==> config.mk <==
export PLATFORM = sky130hd
export DESIGN_NAME = joystick_axis_smoothing_top_flat
export DESIGN_NICKNAME = d
export VERILOG_FILES = /design/src/hdl/jas_pkg.sv /design/src/hdl/jas_if.sv /design/src/hdl/jas_window.sv /design/src/hdl/joystick_axis_smoothing_top.sv /design/src/flat_wrapper.sv
export SDC_FILE = /design/constraint.sdc
export NUM_CORES = 1
export LEC_CHECK = 0
export ABC_AREA = 1
export BUFFER_PORTS_ARGS = -buffer_cell sky130_fd_sc_hd__buf_2
export CAP_MARGIN = 15
export CORE_ASPECT_RATIO = 1.2
export CORE_MARGIN = 2
export CORE_UTILIZATION = 40
export DETAILED_ROUTE_END_ITERATION = 12
export HOLD_SLACK_MARGIN = 0.1
export PLACE_DENSITY = 0.66
export SLEW_MARGIN = 25
export SYNTH_ARGS = -nofsm -noshare
export SYNTH_HDL_FRONTEND = slang
export SYNTH_SLANG_ARGS = --single-unit
==> constraint.sdc <==
create_clock -name clk -period 5 [get_ports clk]
set_clock_uncertainty 0.2 [all_clocks]
set_input_delay 0.5 -clock clk [delete_from_list [all_inputs] [get_ports clk]]
set_output_delay 0.5 -clock clk [all_outputs]
set_load 0.01 [all_outputs]
==> src/hdl/jas_pkg.sv <==
// Shared types and constants for the joystick axis smoothing block.
// Depends on nothing; every other file takes names from here by scope.
`default_nettype none

package jas_pkg;

  localparam int WINDOW    = 16;
  localparam int CHANNELS  = 3;
  localparam int SAMPLE_W  = 12;
  localparam int BUTTON_W  = 16;
  localparam int AXIS_W    = 10;
  localparam logic [AXIS_W-1:0] AXIS_FULL = 10'd1023;

  localparam int POS_W     = $clog2(WINDOW);
  localparam int MEM_DEPTH = CHANNELS * WINDOW;
  localparam int ADDR_W    = $clog2(MEM_DEPTH);

  localparam int SUM_MAX   = WINDOW * 1023;
  localparam int SUM_W     = $clog2(SUM_MAX + 1);

  // sum / WINDOW as a multiply by a rounded-up reciprocal, exact below 2**SUM_W
  localparam int LOG_W       = $clog2(WINDOW);
  localparam int RECIP_SHIFT = SUM_W + LOG_W;
  localparam int RECIP       = ((2 ** RECIP_SHIFT) + WINDOW - 1) / WINDOW;
  localparam int RECIP_W     = SUM_W + 2;
  localparam int PROD_W      = SUM_W + RECIP_W;

  localparam int OUT_DEPTH = 4;
  localparam int OUT_PTR_W = $clog2(OUT_DEPTH);
  localparam int PEND_W    = $clog2(OUT_DEPTH + 1);

  typedef enum logic [1:0] {
    CH_PITCH = 2'd0,
    CH_ROLL  = 2'd1,
    CH_YAW   = 2'd2
  } ch_t;

  // one window update, issued to the filter datapath
  typedef struct packed {
    logic              valid;
    ch_t               ch;
    logic [POS_W-1:0]  pos;
    logic              lap;    // slot not yet rewritten since the first item
    logic              prime;  // first item: sum starts at value * WINDOW
    logic [AXIS_W-1:0] value;
    logic [AXIS_W-1:0] fill;   // old slot value while lap is set
  } op_t;

  typedef struct packed {
    logic              valid;
    ch_t               ch;
    logic [AXIS_W-1:0] avg;
  } res_t;

  typedef struct packed {
    logic [AXIS_W-1:0] pitch_axis;
    logic [AXIS_W-1:0] roll_axis;
    logic [AXIS_W-1:0] throttle_axis;
    logic [AXIS_W-1:0] yaw_axis;
    logic [AXIS_W-1:0] button_field;
  } report_t;

endpackage

`default_nettype wire

==> src/hdl/jas_if.sv <==
// Valid/ready channel interfaces for sample sets and reports.
// Depends on jas_pkg for field widths.
`default_nettype none

interface jas_in_if;
  logic                           valid;
  logic                           ready;
  logic [jas_pkg::SAMPLE_W-1:0]   pitch_sample;
  logic [jas_pkg::SAMPLE_W-1:0]   roll_sample;
  logic [jas_pkg::SAMPLE_W-1:0]   throttle_sample;
  logic [jas_pkg::SAMPLE_W-1:0]   yaw_sample;
  logic [jas_pkg::BUTTON_W-1:0]   button_bits;

  modport source (output valid, pitch_sample, roll_sample, throttle_sample, yaw_sample,
                  button_bits, input ready);
  modport sink   (input valid, pitch_sample, roll_sample, throttle_sample, yaw_sample,
                  button_bits, output ready);
endinterface

interface jas_out_if;
  logic                         valid;
  logic                         ready;
  logic [jas_pkg::AXIS_W-1:0]   pitch_axis;
  logic [jas_pkg::AXIS_W-1:0]   roll_axis;
  logic [jas_pkg::AXIS_W-1:0]   throttle_axis;
  logic [jas_pkg::AXIS_W-1:0]   yaw_axis;
  logic [jas_pkg::AXIS_W-1:0]   button_field;

  modport source (output valid, pitch_axis, roll_axis, throttle_axis, yaw_axis,
                  button_field, input ready);
  modport sink   (input valid, pitch_axis, roll_axis, throttle_axis, yaw_axis,
                  button_field, output ready);
endinterface

`default_nettype wire

==> src/hdl/jas_window.sv <==
// Shared window memory and running sums for the three filtered axes.
// Depends on jas_pkg; one update per cycle, with the update and then the sum registered before the average comes out.
`default_nettype none

module jas_window (
  input  wire logic         clk,
  input  wire logic         rst,
  input  wire jas_pkg::op_t op,
  output jas_pkg::res_t     res
);

  logic [jas_pkg::AXIS_W-1:0] mem [jas_pkg::MEM_DEPTH];
  logic [jas_pkg::AXIS_W-1:0] rdata;
  logic [jas_pkg::ADDR_W-1:0] addr;

  jas_pkg::op_t               op_q;
  logic [jas_pkg::SUM_W-1:0]  sums [jas_pkg::CHANNELS];
  logic [jas_pkg::AXIS_W-1:0] old_value;
  logic [jas_pkg::SUM_W-1:0]  sum_base;
  logic [jas_pkg::SUM_W-1:0]  sum_next;

  logic                       valid_c;
  jas_pkg::ch_t               ch_c;
  logic [jas_pkg::SUM_W-1:0]  sum_c;
  logic [jas_pkg::PROD_W-1:0] prod;

  assign addr = jas_pkg::ADDR_W'(jas_pkg::ADDR_W'(op.ch) *
                                 jas_pkg::ADDR_W'(jas_pkg::WINDOW)
                                 + jas_pkg::ADDR_W'(op.pos));

  // read-before-write: rdata gets the slot's old value
  always_ff @(posedge clk) begin
    if (op.valid) begin
      rdata     <= mem[addr];
      mem[addr] <= op.value;
    end
  end

  // slots untouched since the first item still hold that item's value
  assign old_value = op_q.lap ? op_q.fill : rdata;
  assign sum_base  = op_q.prime
                   ? jas_pkg::SUM_W'(jas_pkg::SUM_W'(op_q.value) *
                                     jas_pkg::SUM_W'(jas_pkg::WINDOW))
                   : sums[op_q.ch];
  assign sum_next  = sum_base - jas_pkg::SUM_W'(old_value) + jas_pkg::SUM_W'(op_q.value);

  always_ff @(posedge clk) begin
    if (rst) begin
      op_q.valid <= 1'b0;
      valid_c    <= 1'b0;
      for (int i = 0; i < jas_pkg::CHANNELS; i++) begin
        sums[i] <= '0;
      end
    end else begin
      op_q    <= op;
      valid_c <= op_q.valid;
      if (op_q.valid) begin
        sums[op_q.ch] <= sum_next;
      end
    end
    ch_c  <= op_q.ch;
    sum_c <= sum_next;
  end

  assign prod = jas_pkg::PROD_W'(sum_c) *
                jas_pkg::PROD_W'(jas_pkg::RECIP_W'(jas_pkg::RECIP));

  assign res.valid = valid_c;
  assign res.ch    = ch_c;
  assign res.avg   = jas_pkg::AXIS_W'(prod >> jas_pkg::RECIP_SHIFT);

  a_res_follows_op: assert property (@(posedge clk) disable iff (rst)
    res.valid |-> $past(op.valid, 2))
    else $error("average without a matching update");

  a_prime_at_slot_zero: assert property (@(posedge clk) disable iff (rst)
    op.valid && op.prime |-> op.lap && op.pos == '0)
    else $error("first item not placed at slot zero in the first lap");

  a_sum_bounded: assert property (@(posedge clk) disable iff (rst)
    op_q.valid |-> sum_next <= jas_pkg::SUM_W'(jas_pkg::SUM_MAX))
    else $error("running sum left the window range");

endmodule

`default_nettype wire

==> src/hdl/joystick_axis_smoothing_top.sv <==
// Top level of the joystick axis smoothing block: sequencing and report queue.
// Depends on jas_pkg, jas_if and jas_window.
`default_nettype none

// Takes one set of four converter samples and a button word per transfer and
// returns one report per set. Pitch, roll and yaw are cut to 10 bits and
// smoothed by a 16-slot moving average; the report carries filtered roll as
// pitch, 1023 minus filtered pitch as roll, throttle unfiltered, filtered yaw and the low
// ten button bits. The first set after reset fills every window with its own
// values, so the first report shows them unchanged; no clearing pass runs.
// The three axes share the single port of the window memory, one axis update
// per cycle, so a new set is taken only when the sequencer is idle or on yaw
// and fewer than four sets are in flight. A report is queued when its yaw
// average is out; a four-entry queue lets sets keep coming while reports wait.
module joystick_axis_smoothing_top (
  input wire logic  clk,
  input wire logic  rst,
  jas_in_if.sink    samples,
  jas_out_if.source report
);

  logic                        primed;
  logic                        first_lap;
  logic [jas_pkg::POS_W-1:0]   write_position;
  logic [jas_pkg::AXIS_W-1:0]  first_val [jas_pkg::CHANNELS];

  logic                        busy;
  jas_pkg::ch_t                ch;
  logic [jas_pkg::AXIS_W-1:0]  vals [jas_pkg::CHANNELS];
  logic [jas_pkg::POS_W-1:0]   pos;
  logic                        lap;
  logic                        prime;
  logic [jas_pkg::AXIS_W-1:0]  throttle;
  logic [jas_pkg::AXIS_W-1:0]  buttons;

  logic [jas_pkg::AXIS_W-1:0]  throttle_hold;
  logic [jas_pkg::AXIS_W-1:0]  buttons_hold;
  logic [jas_pkg::AXIS_W-1:0]  pitch_avg;
  logic [jas_pkg::AXIS_W-1:0]  roll_avg;

  jas_pkg::report_t            fifo [jas_pkg::OUT_DEPTH];
  logic [jas_pkg::OUT_PTR_W-1:0] wr_ptr;
  logic [jas_pkg::OUT_PTR_W-1:0] rd_ptr;
  logic [jas_pkg::PEND_W-1:0]  count;
  logic [jas_pkg::PEND_W-1:0]  pending;

  logic                        in_fire;
  logic                        out_fire;
  logic                        push;
  logic                        accept_prime;
  logic [jas_pkg::POS_W-1:0]   accept_pos;
  logic                        accept_lap;
  jas_pkg::op_t                op;
  jas_pkg::res_t               res;
  jas_pkg::report_t            entry;

  assign samples.ready = (!busy || ch == jas_pkg::CH_YAW) &&
                         pending < jas_pkg::PEND_W'(jas_pkg::OUT_DEPTH);
  assign in_fire  = samples.valid && samples.ready;
  assign out_fire = report.valid && report.ready;
  assign push     = res.valid && res.ch == jas_pkg::CH_YAW;

  assign accept_prime = !primed;
  assign accept_pos   = accept_prime ? '0 : write_position;
  assign accept_lap   = accept_prime || first_lap;

  assign op.valid = busy;
  assign op.ch    = ch;
  assign op.pos   = pos;
  assign op.lap   = lap;
  assign op.prime = prime;
  assign op.value = vals[ch];
  assign op.fill  = first_val[ch];

  jas_window u_window (
    .clk (clk),
    .rst (rst),
    .op  (op),
    .res (res)
  );

  // sequencer: one axis update per cycle, next set may start right after yaw
  always_ff @(posedge clk) begin
    if (rst) begin
      busy           <= 1'b0;
      ch             <= jas_pkg::CH_PITCH;
      primed         <= 1'b0;
      first_lap      <= 1'b0;
      write_position <= '0;
    end else begin
      if (in_fire) begin
        busy      <= 1'b1;
        ch        <= jas_pkg::CH_PITCH;
        primed    <= 1'b1;
        first_lap <= accept_lap &&
                     accept_pos != jas_pkg::POS_W'(jas_pkg::WINDOW - 1);
        if (accept_pos == jas_pkg::POS_W'(jas_pkg::WINDOW - 1)) begin
          write_position <= '0;
        end else begin
          write_position <= accept_pos + 1'b1;
        end
      end else if (busy) begin
        case (ch)
          jas_pkg::CH_PITCH: ch <= jas_pkg::CH_ROLL;
          jas_pkg::CH_ROLL:  ch <= jas_pkg::CH_YAW;
          default:           busy <= 1'b0;
        endcase
      end
    end
  end

  always_ff @(posedge clk) begin
    if (in_fire) begin
      vals[0]  <= samples.pitch_sample[jas_pkg::SAMPLE_W-1:2];
      vals[1]  <= samples.roll_sample[jas_pkg::SAMPLE_W-1:2];
      vals[2]  <= samples.yaw_sample[jas_pkg::SAMPLE_W-1:2];
      throttle <= samples.throttle_sample[jas_pkg::SAMPLE_W-1:2];
      buttons  <= samples.button_bits[jas_pkg::AXIS_W-1:0];
      pos      <= accept_pos;
      lap      <= accept_lap;
      prime    <= accept_prime;
      if (accept_prime) begin
        first_val[0] <= samples.pitch_sample[jas_pkg::SAMPLE_W-1:2];
        first_val[1] <= samples.roll_sample[jas_pkg::SAMPLE_W-1:2];
        first_val[2] <= samples.yaw_sample[jas_pkg::SAMPLE_W-1:2];
      end
    end
    // hold the unfiltered fields until the yaw average arrives
    if (busy && ch == jas_pkg::CH_YAW) begin
      throttle_hold <= throttle;
      buttons_hold  <= buttons;
    end
    if (res.valid && res.ch == jas_pkg::CH_PITCH) begin
      pitch_avg <= res.avg;
    end
    if (res.valid && res.ch == jas_pkg::CH_ROLL) begin
      roll_avg <= res.avg;
    end
  end

  assign entry.pitch_axis    = roll_avg;
  assign entry.roll_axis     = jas_pkg::AXIS_FULL - pitch_avg;
  assign entry.throttle_axis = throttle_hold;
  assign entry.yaw_axis      = res.avg;
  assign entry.button_field  = buttons_hold;

  always_ff @(posedge clk) begin
    if (push) begin
      fifo[wr_ptr] <= entry;
    end
  end

  always_ff @(posedge clk) begin
    if (rst) begin
      wr_ptr  <= '0;
      rd_ptr  <= '0;
      count   <= '0;
      pending <= '0;
    end else begin
      if (push) begin
        wr_ptr <= wr_ptr + 1'b1;
      end
      if (out_fire) begin
        rd_ptr <= rd_ptr + 1'b1;
      end
      count   <= count + jas_pkg::PEND_W'(push) - jas_pkg::PEND_W'(out_fire);
      pending <= pending + jas_pkg::PEND_W'(in_fire) - jas_pkg::PEND_W'(out_fire);
    end
  end

  assign report.valid         = count != '0;
  assign report.pitch_axis    = fifo[rd_ptr].pitch_axis;
  assign report.roll_axis     = fifo[rd_ptr].roll_axis;
  assign report.throttle_axis = fifo[rd_ptr].throttle_axis;
  assign report.yaw_axis      = fifo[rd_ptr].yaw_axis;
  assign report.button_field  = fifo[rd_ptr].button_field;

  a_pending_bounded: assert property (@(posedge clk) disable iff (rst)
    pending <= jas_pkg::PEND_W'(jas_pkg::OUT_DEPTH))
    else $error("more sets in flight than the report queue holds");

  a_queue_within_pending: assert property (@(posedge clk) disable iff (rst)
    count <= pending)
    else $error("report queue holds more than the sets taken");

  a_start_at_pitch: assert property (@(posedge clk) disable iff (rst)
    in_fire |=> busy && ch == jas_pkg::CH_PITCH)
    else $error("sequencer did not restart at pitch after a transfer");

  a_push_has_room: assert property (@(posedge clk) disable iff (rst)
    push |-> count < jas_pkg::PEND_W'(jas_pkg::OUT_DEPTH))
    else $error("report pushed into a full queue");

endmodule

`default_nettype wire
==> src/flat_wrapper.sv <==
// flat-port wrapper written by rule: the top's interface ports become plain ports
module joystick_axis_smoothing_top_flat 
  (clk, rst, samples_valid, samples_pitch_sample, samples_roll_sample, samples_throttle_sample, samples_yaw_sample, samples_button_bits, samples_ready, report_valid, report_pitch_axis, report_roll_axis, report_throttle_axis, report_yaw_axis, report_button_field, report_ready);
  jas_in_if samples_i ();
  jas_out_if report_i ();
  input wire logic clk;
  input wire logic rst;
  input wire logic [$bits(samples_i.valid)-1:0] samples_valid;
  input wire logic [$bits(samples_i.pitch_sample)-1:0] samples_pitch_sample;
  input wire logic [$bits(samples_i.roll_sample)-1:0] samples_roll_sample;
  input wire logic [$bits(samples_i.throttle_sample)-1:0] samples_throttle_sample;
  input wire logic [$bits(samples_i.yaw_sample)-1:0] samples_yaw_sample;
  input wire logic [$bits(samples_i.button_bits)-1:0] samples_button_bits;
  output wire logic [$bits(samples_i.ready)-1:0] samples_ready;
  output wire logic [$bits(report_i.valid)-1:0] report_valid;
  output wire logic [$bits(report_i.pitch_axis)-1:0] report_pitch_axis;
  output wire logic [$bits(report_i.roll_axis)-1:0] report_roll_axis;
  output wire logic [$bits(report_i.throttle_axis)-1:0] report_throttle_axis;
  output wire logic [$bits(report_i.yaw_axis)-1:0] report_yaw_axis;
  output wire logic [$bits(report_i.button_field)-1:0] report_button_field;
  input wire logic [$bits(report_i.ready)-1:0] report_ready;
  assign samples_i.valid = samples_valid;
  assign samples_i.pitch_sample = samples_pitch_sample;
  assign samples_i.roll_sample = samples_roll_sample;
  assign samples_i.throttle_sample = samples_throttle_sample;
  assign samples_i.yaw_sample = samples_yaw_sample;
  assign samples_i.button_bits = samples_button_bits;
  assign samples_ready = samples_i.ready;
  assign report_valid = report_i.valid;
  assign report_pitch_axis = report_i.pitch_axis;
  assign report_roll_axis = report_i.roll_axis;
  assign report_throttle_axis = report_i.throttle_axis;
  assign report_yaw_axis = report_i.yaw_axis;
  assign report_button_field = report_i.button_field;
  assign report_i.ready = report_ready;
  joystick_axis_smoothing_top u_core (.clk(clk), .rst(rst), .samples(samples_i), .report(report_i));
endmodule
**Word level (Yosys, flattened, before mapping)**

Memory sizes are Yosys's and may differ from the RTL's. A register that Yosys moved wholly into a read port is not among the register bits.
Index checks and enable logic that the tools add are counted.

- Output and inout port bits: 52
- Input port bits: 68
- Logic and storage cells: 100
- Memories kept: 5
- Bits in writable memories: 782
- Flip-flop bits (word level): 117

Memory list:

| name | words | bits a word | read ports | clocked after memory_dff | write ports | RTL line | source |
|---|---|---|---|---|---|---|---|
| u_core.u_window.mem | 48 | 10 | 1 | 1 | 1 | jas_window.sv:12 | `logic [jas_pkg::AXIS_W-1:0] mem [jas_pkg::MEM_DEPTH];` |
| u_core.fifo | 4 | 50 | 1 | 1 | 1 | joystick_axis_smoothing_top.sv:41 | `jas_pkg::report_t fifo [jas_pkg::OUT_DEPTH];` |
| u_core.u_window.sums | 3 | 14 | 1 | 1 | 3 | jas_window.sv:17 | `logic [jas_pkg::SUM_W-1:0] sums [jas_pkg::CHANNELS];` |
| u_core.first_val | 3 | 10 | 1 | 1 | 3 | joystick_axis_smoothing_top.sv:25 | `logic [jas_pkg::AXIS_W-1:0] first_val [jas_pkg::CHANNELS];` |
| u_core.vals | 3 | 10 | 1 | 1 | 3 | joystick_axis_smoothing_top.sv:29 | `logic [jas_pkg::AXIS_W-1:0] vals [jas_pkg::CHANNELS];` |

- Eq/ne operators: 6
- $add $sub $neg: 11
- $lt $le $gt $ge: 1
- Mux-type cells: 30
- Reduce and logical (&&, ||, !) cells: 21

Operator list:

| cell | number |
|---|---|
| 14-bit two-way mux | 2 |
| 1-bit two-way mux | 18 |
| 14-bit by 10-bit adder with 14-bit output | 1 |
| 14-bit OR reduction | 1 |
| 14-bit by 10-bit subtractor with 14-bit output | 1 |
| 2-bit two-way mux | 6 |
| 10-bit two-way mux | 1 |
| 10-bit subtractor, first input constant | 1 |
| 1-bit logical AND | 8 |
| 4-bit two-way mux | 2 |
| 3-bit by 1-bit adder with 3-bit output | 2 |
| 6-bit by 4-bit adder with 6-bit output | 1 |
| 3-bit by 1-bit subtractor with 3-bit output | 2 |
| 2-bit by 1-bit adder with 2-bit output, second input constant | 2 |
| 4-bit by 1-bit adder with 4-bit output, second input constant | 1 |
| 2-bit by 1-bit == test with 1-bit output, second input constant | 2 |
| 2-bit == test, second input constant | 2 |
| 4-bit == test, second input constant | 1 |
| 2-bit logical NOT | 2 |
| 4-bit inequality test, second input constant | 1 |
| 2-bit case mux with 2 select lines | 1 |
| 2-bit OR reduction | 2 |
| 1-bit logical NOT | 3 |
| 3-bit less-than comparator, second input constant | 1 |
| other kinds (4) | 5 |

**Depth between registers and ports, before layout**

Gate-level depths: netlist of run 1.

- Depth in word-level cells: 6
- Mapped depth: 18
- Mapped depth without buffers: 17

**Cells and area by module**

A second synthesis of run 1 with hierarchy kept.

- Cells, all modules: 3237
- Area, all modules: 37903.9 um2

Modules (own cells, without submodules):

| module | instances | area each (um2) | cells each | sequential area each (um2) |
|---|---|---|---|---|
| jas_window | 1 | 25090.3 | 2370 | 17436.7 |
| joystick_axis_smoothing_top | 1 | 12813.5 | 867 | 10249.8 |

**Least setup slack after synthesis of run 1**

No wires, ideal clock.

- Path kind: register -> register
- Start point: reg u_core.busy
- End point: reg u_core.pending[2] (netlist bit)
- Stages on the path, launching flop included: 11
- Slack: 1.363 ns
- Arrival time: 3.317 ns
- Data required time: 4.680 ns
- Buffers on the path: 1
- Setup time: 0.120 ns
- Period minus slack after synthesis: 3.637 ns
- Cell sequence: dfxtp_1 > buf_2 > a21oi_2 > nand2_1 > inv_1 > ha_1 > inv_1 > fa_1 > xor2_1 > o21ai_0 > a21oi_1

- Longest elaborated chain between the ends: 6

RTL lines:

| what | RTL line | source |
|---|---|---|
| start, declared | joystick_axis_smoothing_top.sv:27 | `logic busy;` |
| start signal, assigned | joystick_axis_smoothing_top.sv:85 | `busy <= 1'b0;` |
| start signal, assigned | joystick_axis_smoothing_top.sv:92 | `busy <= 1'b1;` |
| start signal, assigned | joystick_axis_smoothing_top.sv:106 | `default: busy <= 1'b0;` |
| 1-bit logical NOT | joystick_axis_smoothing_top.sv:57 | `assign samples.ready = (!busy \|\| ch == jas_pkg::CH_YAW) &&` |
| 1-bit logical OR | joystick_axis_smoothing_top.sv:57 |  |
| 1-bit logical AND | joystick_axis_smoothing_top.sv:57 |  |
| named net samples_ready | flat_wrapper.sv:14 | `output wire logic [$bits(samples_i.ready)-1:0] samples_ready;` |
| 1-bit logical AND | joystick_axis_smoothing_top.sv:59 | `assign in_fire = samples.valid && samples.ready;` |
| named net u_core.in_fire | joystick_axis_smoothing_top.sv:47 | `logic in_fire;` |
| 3-bit by 1-bit adder with 3-bit output | joystick_axis_smoothing_top.sv:167 | `pending <= pending + jas_pkg::PEND_W'(in_fire) - jas_pkg::PEND_W'(out_fire);` |
| 3-bit by 1-bit subtractor with 3-bit output | joystick_axis_smoothing_top.sv:167 |  |
| end signal, assigned | joystick_axis_smoothing_top.sv:167 |  |
| end, declared | joystick_axis_smoothing_top.sv:45 | `logic [jas_pkg::PEND_W-1:0] pending;` |

The timed path passes the listed nets, and every way through them passes these cells.
A chain may end at the register's enable or synchronous reset.

==> results.cfg, run 1 <==
[routing]
drt_pass1_iterations = 5
drt_first_iter_violations = 1952
met1_length_um = 35900
drc = 0
post_drt_wl_per_cell_um = 18.5
via_count = 23100
top_layer_used = met4
dr_wl_met3_um = 5100
wirelength_um = 86200
ant_nets = 0
met2WireLength_um = 42400
drt-vias-per-instance = 4.94

[run_status]
outcome = complete, no violations

[final_layout]
fin_area_sq_um = 43100
layout_common_cells = 1,210 x nand2_1, 896 x edfxtp_1, 284 x nor2_1
final_nets = 3451
area_delta_synth_final_pct = 15.1
mostFrequentLayoutCell = nand2_1
fill_cells = 8159
utilization = 0.466
drive_gt1_frac = 0.103

[grt]
grt_max_degree = 101
grt-ovfl-total = 0
antenna_found_initial = 1
grt_pass1_wl_um = 131000
globalRouteTotalUtil = 0.177
grt_pass1_vias = 22500

[synth]
synthDistinctLibCells = 36
synth_area_leader_cell = edfxtp_1
syn_avg_cell_area_sq_um = 11.8
ys_ff_latch = 935
syn_inst = 3168
synth_top_cell_area_share = 0.719
synth_fp_nets = 3271
ys_seq_area_frac = 0.740
synth-edff-count = 896
synth_area_leaders = edfxtp_1 72%, nand2_1 12%, nor2_1 2.9%
synth_ff_type = edfxtp_1
netlist_area_sq_um = 37400
ys_async_sr_fraction = 0
yosys_warnings = 0

[clock_network]
numCtsBuffers = 91
htree_levels = 3
clk_path_buf_depth = 3
cts.sinks = 935
cts_resized = 0
clkTransAtPathRegs_ps = 60
root_buffer = clkbuf_16
cts_tree = done
postCtsSetupBuffers = 0
clk_latency_ps = 670

[floorplanning]
dieArea_sq_um = 96000
rows = 122
ioPinCount = 120
fp.coreArea_sq_um = 92500
die_w_um = 283
die_height_um = 339
start_util = 0.405

[sta]
worstMarginPinSlew_ps = 1050
setup_viol_count_final = 0
rsz0062_at_grt = no
slew_headroom = 0.300
hold_viol_final = 0
fmax_mhz = 257
drv_slew = 0
fin_crit_sh = 0.778
tns_ps = 0
period_minus_slack_ps = 3890

[placed_design]
gp_congestion = 0.846
place_area_sq_um = 39500
hpwl_um = 50800
port_buffers = 105

[critical_path]
cp-start-kind = flip-flop
endpoint_kind = flip-flop
arrival_ps = 4070
required_ps = 5180
cp_max_fo = 15
path_class = flip-flop to flip-flop

[power]
p_leak_nw = 16.4
total_power_mw = 20.5
powerDensity_nw_per_um2 = 477
ir_worst_vdd_mv = 0.396

[hold_path]
worstHoldPathType = flip-flop to flip-flop

[run]
drv_cap = 0
==> per-layer routing <==
| layer | GRT usage | vias up |
|---|---|---|
| li1 | - | 11100 |
| met1 | 0.226 | 11000 |
| met2 | 0.305 | 737 |
| met3 | 0.0256 | 181 |
| met4 | 0.0659 | 0 |
| met5 | 0 | - |
==> cells by family after synthesis <==
group           share of synthesized area
simple gates                        0.162
flops                               0.740
compound gates                     0.0441
buf+inv                            0.0338
fa+ha+maj                          0.0141
mux                               0.00328
xor+xnor                          0.00234
==> critical path: stages, from the launching register on <==
cell	delay (ps)
dfxtp_1	480
inv_1	420
o21ai_0	180
o22ai_1	300
mux2i_1	150
fa_1	520
inv_1	40
ha_1	330
a21oi_1	210
nand3_1	180
a21oi_1	210
xor2_1	290
inv_1	110
==> state kept, by name, summed over array words and instances (netlist names), 4 cells and up, named ones only <==
register               cells
u_core.buttons            10
u_core.buttons_hold       10
u_core.fifo              200
u_core.first_val          30
u_core.pitch_avg          10
u_core.pos                 4
u_core.roll_avg           10
u_core.throttle           10
u_core.throttle_hold      10
u_core.u_window.mem      480
u_core.u_window.op_q      25
u_core.u_window.rdata     10
u_core.u_window.sum_c     10
u_core.u_window.sums      56
u_core.vals               30
u_core.write_position      4
==> metrics by stage <==
step	setup WS (ps)	instances	hold WS (ps)
global placement	1180	4441	184
global route	831	4664	220
floorplan	1360	3168	171
CTS	1140	4663	201
detailed placement	1170	4442	183
finish	1110	4665	198
==> power by group <==
group          internal, mW  switching, mW
combinational          1.09           2.89
sequential             9.40          0.216
clock                  3.99           2.95
==> area by class of cell <==
type	count	area, sq um	area share
Sequential cell	935	27700	0.643
Multi-Input combinational cell	1953	8630	0.200
Clock buffer	111	2370	0.0551
Timing Repair Buffer	229	1640	0.0380
Tap cell	1240	1550	0.0360
Clock inverter	58	674	0.0157
Inverter	138	526	0.0122
Antenna cell	1	2.50	0.0000581
==> path summary, 6_finish.rpt <==
kind / startpoint / endpoint / slack [ps] / cells past startpoint
setup / recovery: flip-flop / u_core.u_window.sums[3][9] / 1110 / 12
hold reg to reg: u_core.u_window.op_q[27] / u_core.u_window.ch_c[1] / 200 / 0
hold / removal: u_core.u_window.op_q[27] / u_core.u_window.ch_c[1] / 200 / 0
setup reg to reg: flip-flop / u_core.u_window.sums[3][9] / 1110 / 12
==> synthesized netlist by cell type, types with 3 or more instances <==
library cell  instances
a21oi_1              84
ha_1                 23
nand2_1            1210
buf_1                 3
inv_1               126
xnor2_1               4
fa_1                 12
buf_2                56
clkbuf_1             59
inv_2                 7
nor2_1              289
clkinv_1              4
o22ai_1              63
edfxtp_1            896
nor3_1                6
dfxtp_1              39
o21ai_0             158
and3_1                9
buf_4                10
buf_6                14
xor2_1                6
mux2_2               10
nand3_1              67
==> timing repair <==
| item | CTS | global route |
|---|---|---|
| endpoints found under the setup margin | 0 | 0 |
| hold buffers | 52 | 0 |
| endpoints found under the hold margin | 92 | 0 |
Note: power is estimated with default switching activity, not from simulation.
==> inputs of run 2 (changes only) <==
--- a/config.mk
+++ b/config.mk
@@ -5,7 +5,7 @@
 export SDC_FILE = /design/constraint.sdc
 export NUM_CORES = 1
 export LEC_CHECK = 0
-export ABC_AREA = 1
+export ABC_AREA = 0
 export BUFFER_PORTS_ARGS = -buffer_cell sky130_fd_sc_hd__buf_2
 export CAP_MARGIN = 15
 export CORE_ASPECT_RATIO = 1.2
==> constraint.sdc (replaced) <==
create_clock -name clk -period 3.7 [get_ports clk]
set_clock_uncertainty 0.2 [all_clocks]
set_input_delay 0.37 -clock clk [delete_from_list [all_inputs] [get_ports clk]]
set_output_delay 0.37 -clock clk [all_outputs]
set_load 0.01 [all_outputs]
==> results.cfg, run 2 <==
[sta]
setup_viol_count_final = 0
fmax_mhz = 276
setup_ws_ps = 82.3
worstMarginPinSlew_ps = 1050
period_minus_slack_ps = 3620
hold_viol_final = 0
fin_crit_sh = 0.978
drv_slew = 0
holdWs_ps = 217
tns_ps = 0
slew_headroom = 0.301

[final_layout]
area_delta_synth_final_pct = 18.1
largest_reg_flops = 480
layout_common_cells = 896 x edfxtp_1, 143 x buf_4, 122 x nor2_1
fin_area_sq_um = 42600
regMostFlops = u_core.u_window.mem
final_nets = 2342
mostFrequentLayoutCell = edfxtp_1
top_regs = u_core.u_window.mem x480, u_core.fifo x200, u_core.u_window.sums x56
drive_gt1_frac = 0.260

[placed_design]
gp_congestion = 0.863
place_area_sq_um = 39000
port_buffers = 105
dp_slack_ps = -105
hpwl_um = 50500

[clock_network]
numCtsBuffers = 92
cts_tree = done
clkTransAtPathRegs_ps = 60
clk_path_buf_depth = 3
root_buffer = clkbuf_16
clk_latency_ps = 670
htree_levels = 3
cts.sinks = 935

[synth]
netlist_area_sq_um = 36100
yosysMostFrequentCell = edfxtp_1
synthDistinctLibCells = 64
syn_avg_cell_area_sq_um = 18.7
synth_fp_nets = 2034
syn_inst = 1931
synth_top_cell_area_share = 0.746
synth_ff_type = edfxtp_1
ys_ff_latch = 935
ys_async_sr_fraction = 0
synth_area_leader_cell = edfxtp_1
yosys_warnings = 0
synth-edff-count = 896
synth_area_leaders = edfxtp_1 75%, mux4_2 7.2%, dfxtp_1 2.2%
synth_common_cells = 896 x edfxtp_1, 123 x nor2_1, 115 x mux4_2, 76 x nand2_1, 71 x inv_1
ys_seq_area_frac = 0.767

[critical_path]
cp_max_fo = 5
cp-start-kind = flip-flop
worst-r2r-cell-count = 13
required_ps = 3870
path_class = flip-flop to flip-flop
endpoint_kind = flip-flop
arrival_ps = 3790

[grt]
grt_pass1_wl_um = 122000
grt-ovfl-total = 0
globalRouteTotalUtil = 0.174
grt_pass1_vias = 19700
antenna_found_initial = 2
grt_max_degree = 65

[power]
ir_worst_vdd_mv = 0.380
p_leak_nw = 14.3
powerDensity_nw_per_um2 = 629
total_power_mw = 26.8

[routing]
ant_nets = 0
wirelength_um = 81300
drt_pass1_iterations = 6
drt_first_iter_violations = 1903
post_drt_wl_per_cell_um = 23.4
drt-vias-per-instance = 5.44
drc = 0
via_count = 18900

[floorplanning]
dieArea_sq_um = 92600
die_height_um = 333
rows = 120
start_util = 0.404
fp.coreArea_sq_um = 89300
ioPinCount = 120
die_w_um = 278

[run_status]
outcome = complete, no violations

[run]
drv_cap = 0

[hold_path]
hold_depth = 0
worstHoldPathType = flip-flop to flip-flop
==> run 2: changes by cell type in the layout (fill, tap and decap cells not counted), sizes merged, moves of 45 or more <==
| cell | before | now |
|---|---|---|
| mux2i | 1 | 65 |
| mux2 | 10 | 55 |
| a21oi | 85 | 38 |
| inv | 138 | 75 |
| a221oi | 0 | 51 |
| o22ai | 63 | 13 |
| o21ai | 158 | 62 |
| nand2 | 1210 | 76 |
| buf | 177 | 260 |
| nor2 | 290 | 124 |
| mux4 | 0 | 115 |
| nand3 | 67 | 12 |
==> run 2: worst paths after layout <==
check                                endpoint                from  slack [ps]
setup / recovery  u_core.u_window.sums[0][10]           flip-flop          80
hold / removal        u_core.throttle_hold[1]  u_core.throttle[1]         220
setup reg to reg  u_core.u_window.sums[0][10]           flip-flop          80
hold reg to reg       u_core.throttle_hold[1]  u_core.throttle[1]         220
==> run 2: cell type report <==
type / instances / area [sq um]
Clock inverter: 53 / 503
Fill cell: 7199 / 46700
Sequential cell: 935 / 27700
Inverter: 75 / 283
Antenna cell: 1 / 2.50
Clock buffer: 115 / 2420
Timing Repair Buffer: 314 / 2370
Multi-Input combinational cell: 821 / 7890
Tap cell: 1159 / 1450
==> run 2: power by group <==
part	leakage, nW	switching [mW]	internal [mW]	total [mW]
registers	8.50	0.345	12.5	12.9
clock network	1.41	3.85	5.14	8.99
logic	4.38	2.93	2.00	4.94
total	14.3	7.13	19.7	26.8
==> run 2: cells by family (layout without fill, tap and decap cells) <==
logic type / Yosys count / after routing / synth area share
compound gates: 255 / 255 / 0.0501
buf+inv: 175 / 557 / 0.0217
xor+xnor: 24 / 24 / 0.00583
simple gates: 272 / 272 / 0.0334
other cells: 0 / 1 / 0
mux: 235 / 235 / 0.107
flops: 935 / 935 / 0.767
fa+ha+maj: 35 / 35 / 0.0146
==> run 2: through the flow <==
stage / utilization / std cells
6_report: 0.477 / 3473
5_1_grt: 0.477 / 3472
4_1_cts: 0.475 / 3470
3_5_place_dp: 0.436 / 3245
3_3_place_gp: 0.436 / 3245
2_1_floorplan: - / 1931
==> run 2: repair_timing <==
action / 4_1_cts / 5_1_grt
endpoints found under the setup margin: 26 / 37
resized for setup: 5 / 28
pin swaps: 2 / 10
hold buffers: 54 / 0
setup buffers: 3 / 2
hold endpoints to repair: 100 / 0
==> run 2: layer usage <==
metal,track usage,part of all wire,vias up
met1,0.222,0.40,9710
met5,0,0.00016,-
met4,0.0598,0.028,2
li1,-,-,8281
met2,0.301,0.51,742
met3,0.0303,0.067,149
==> run 2: worst max-delay path, cell delays in order, from the launching register on <==
cell,delay (ps)
dfxtp_2,330
buf_6,130
buf_4,110
mux4_2,540
mux2i_4,170
fa_1,430
inv_1,70
ha_1,250
a2111oi_2,340
o21ai_2,150
a41oi_2,220
xor2_1,200
buf_4,160
nor2_1,40
==> inputs of run 3 (changes only) <==
--- a/config.mk
+++ b/config.mk
@@ -12,8 +12,9 @@
 export CORE_MARGIN = 2
 export CORE_UTILIZATION = 40
 export DETAILED_ROUTE_END_ITERATION = 12
+export GPL_TIMING_DRIVEN = 0
 export HOLD_SLACK_MARGIN = 0.1
-export PLACE_DENSITY = 0.66
+export PLACE_DENSITY = 0.63
 export SLEW_MARGIN = 25
 export SYNTH_ARGS = -nofsm -noshare
 export SYNTH_HDL_FRONTEND = slang
==> constraint.sdc (replaced) <==
create_clock -name clk -period 4.4 [get_ports clk]
set_clock_uncertainty 0.2 [all_clocks]
set_input_delay 0.44 -clock clk [delete_from_list [all_inputs] [get_ports clk]]
set_output_delay 0.44 -clock clk [all_outputs]
set_load 0.01 [all_outputs]
==> results.cfg, run 3 (synthesis results as in run 2) <==
[critical_path]
path_class = flip-flop to flip-flop
endpoint_kind = flip-flop
cp_max_fo = 10
arrival_ps = 4460
cp-start-kind = flip-flop
required_ps = 4480

[clock_network]
clk_path_buf_depth = 3
clkTransAtPathRegs_ps = 60
numCtsBuffers = 91
cts.sinks = 935
root_buffer = clkbuf_16
htree_levels = 3
postCtsSetupBuffers = 0
cts_tree = done
clk_latency_ps = 680

[floorplanning]
fp.coreArea_sq_um = 89300
ioPinCount = 120
start_util = 0.404
dieArea_sq_um = 92600
rows = 120
die_height_um = 333
die_w_um = 278

[placed_design]
gp_congestion = 0.938
port_buffers = 104
place_area_sq_um = 38800
post-place-cells = 3214
hpwl_um = 59300

[routing]
ant_nets = 0
wirelength_um = 90600
drt_pass1_iterations = 6
drt_first_iter_violations = 2196
drt-vias-per-instance = 5.60
post_drt_wl_per_cell_um = 26.4
drc = 0
via_count = 19200

[final_layout]
drive_gt1_frac = 0.237
fill_cells = 7307
largest_reg_flops = 480
fin_area_sq_um = 42500
layout_common_cells = 896 x edfxtp_1, 131 x buf_2, 115 x mux4_2
top_regs = u_core.u_window.mem x480, u_core.fifo x200, u_core.u_window.sums x56
area_delta_synth_final_pct = 17.7
utilization = 0.475
final-instance-count-excl-fill = 3436
final_nets = 2302
mostFrequentLayoutCell = edfxtp_1
regMostFlops = u_core.u_window.mem

[sta]
period_minus_slack_ps = 4380
worstMarginPinSlew_ps = 1240
hold_viol_final = 0
drv_slew = 0
fin_crit_sh = 0.996
rsz0062_at_grt = yes
fmax_mhz = 228
slew_headroom = 0.173
setup_viol_count_final = 0

[power]
p_sw_mw = 6.18
p_leak_nw = 14.0
ir_worst_vdd_mv = 0.318
seqPwrFrac = 0.467
p_comb_frac = 0.183
powerDensity_nw_per_um2 = 542
p_sw_frac = 0.269
p_int_mw = 16.8
clkPwrFrac = 0.351

[grt]
grt_util_met3 = 0.0416
busiest_layer = met2
gr-usage-met2 = 0.326
globalRouteTotalUtil = 0.194
grt_pass1_wl_um = 132000
grt_pass1_vias = 19800
grt-ovfl-total = 0
grtUsageMet1 = 0.243
grt_max_degree = 67
antenna_found_initial = 4

[run]
drv_cap = 0

[hold_path]
worstHoldPathType = input pin to flip-flop

[run_status]
outcome = complete, no violations
[run 3: cell types whose count changed in the layout (fill, tap and decap cells not counted), moves of 7 or more]
cell and change:
buf_4 -134, clkbuf_1 +50, nor2_2 +46, nor2_1 -45, buf_2 +26, buf_16 +16, clkinv_1 -9, buf_12 -8
buf_6 +8, clkinv_2 -7
[run 3: worst max-delay path, cell delays in order, from the launching register on]
cell      delay (ps)
edfxtp_1         340
buf_6            180
buf_4            330
buf_4            360
buf_2            420
buf_1            700
nand3_1          650
nor2_2           790
[run 3: power groups by stage]
stage | Combinational [mW] | Clock, mW | Sequential [mW]
3_5_place_dp | 4.10 | 0 | 10.9
2_1_floorplan | 2.48 | 0 | 10.9
6_report | 4.20 | 8.06 | 10.7
5_1_grt | 4.47 | 8.52 | 10.8
3_3_place_gp | 3.81 | 0 | 11.0
4_1_cts | 4.17 | 8.18 | 10.7
[run 3: cell type report]
type	instances	area, sq um	area share
diodes	4	10.0	0.000236
plain buffers	99	505	0.0119
clock buffers	124	2510	0.0592
clock inverters	43	592	0.0139
inverters	75	287	0.00675
multi-input cells	821	7870	0.185
flip-flops and latches	935	27700	0.652
well taps	1159	1450	0.0342
repair buffers	176	1550	0.0365
[run 3: path summary, 6_finish.rpt]
kind / from / end / slack, ps / cells after the start
hold / removal: report_ready / flip-flop / 190 / 4
setup reg to reg: u_core.pos[0] / u_core.u_window.mem[33][9] / 20 / 7
setup / recovery: u_core.pos[0] / u_core.u_window.mem[33][9] / 20 / 7
hold reg to reg: u_core.buttons[3] / u_core.buttons_hold[3] / 220 / 0
[run 3: routing by layer]
layer,share of wire,vias to the layer above
met4,0.044,2
met2,0.49,969
met5,0.00018,-
met1,0.38,9824
li1,-,8198
met3,0.085,237
[run 3: what timing repair did]
item                                   CTS  global route
endpoints found under the hold margin   86             0
setup endpoints to repair               56            20
resized for setup                        9             4
hold buffers                            52             0
gates cloned                             0             0
[run 3: metrics by stage]
stage                     power [mW]  setup slack [ps]  hold WS [ps]  setup TNS, ps
after global placement          14.8             -2580           206       -1123860
final                           23.0              18.4           187              0
after detailed placement        15.0              -549           205          -4110
after floorplan                 13.4               446           200              0
after CTS                       23.1             -1.16           149          -1.16
after global routing            23.8             -8.19           162          -8.19
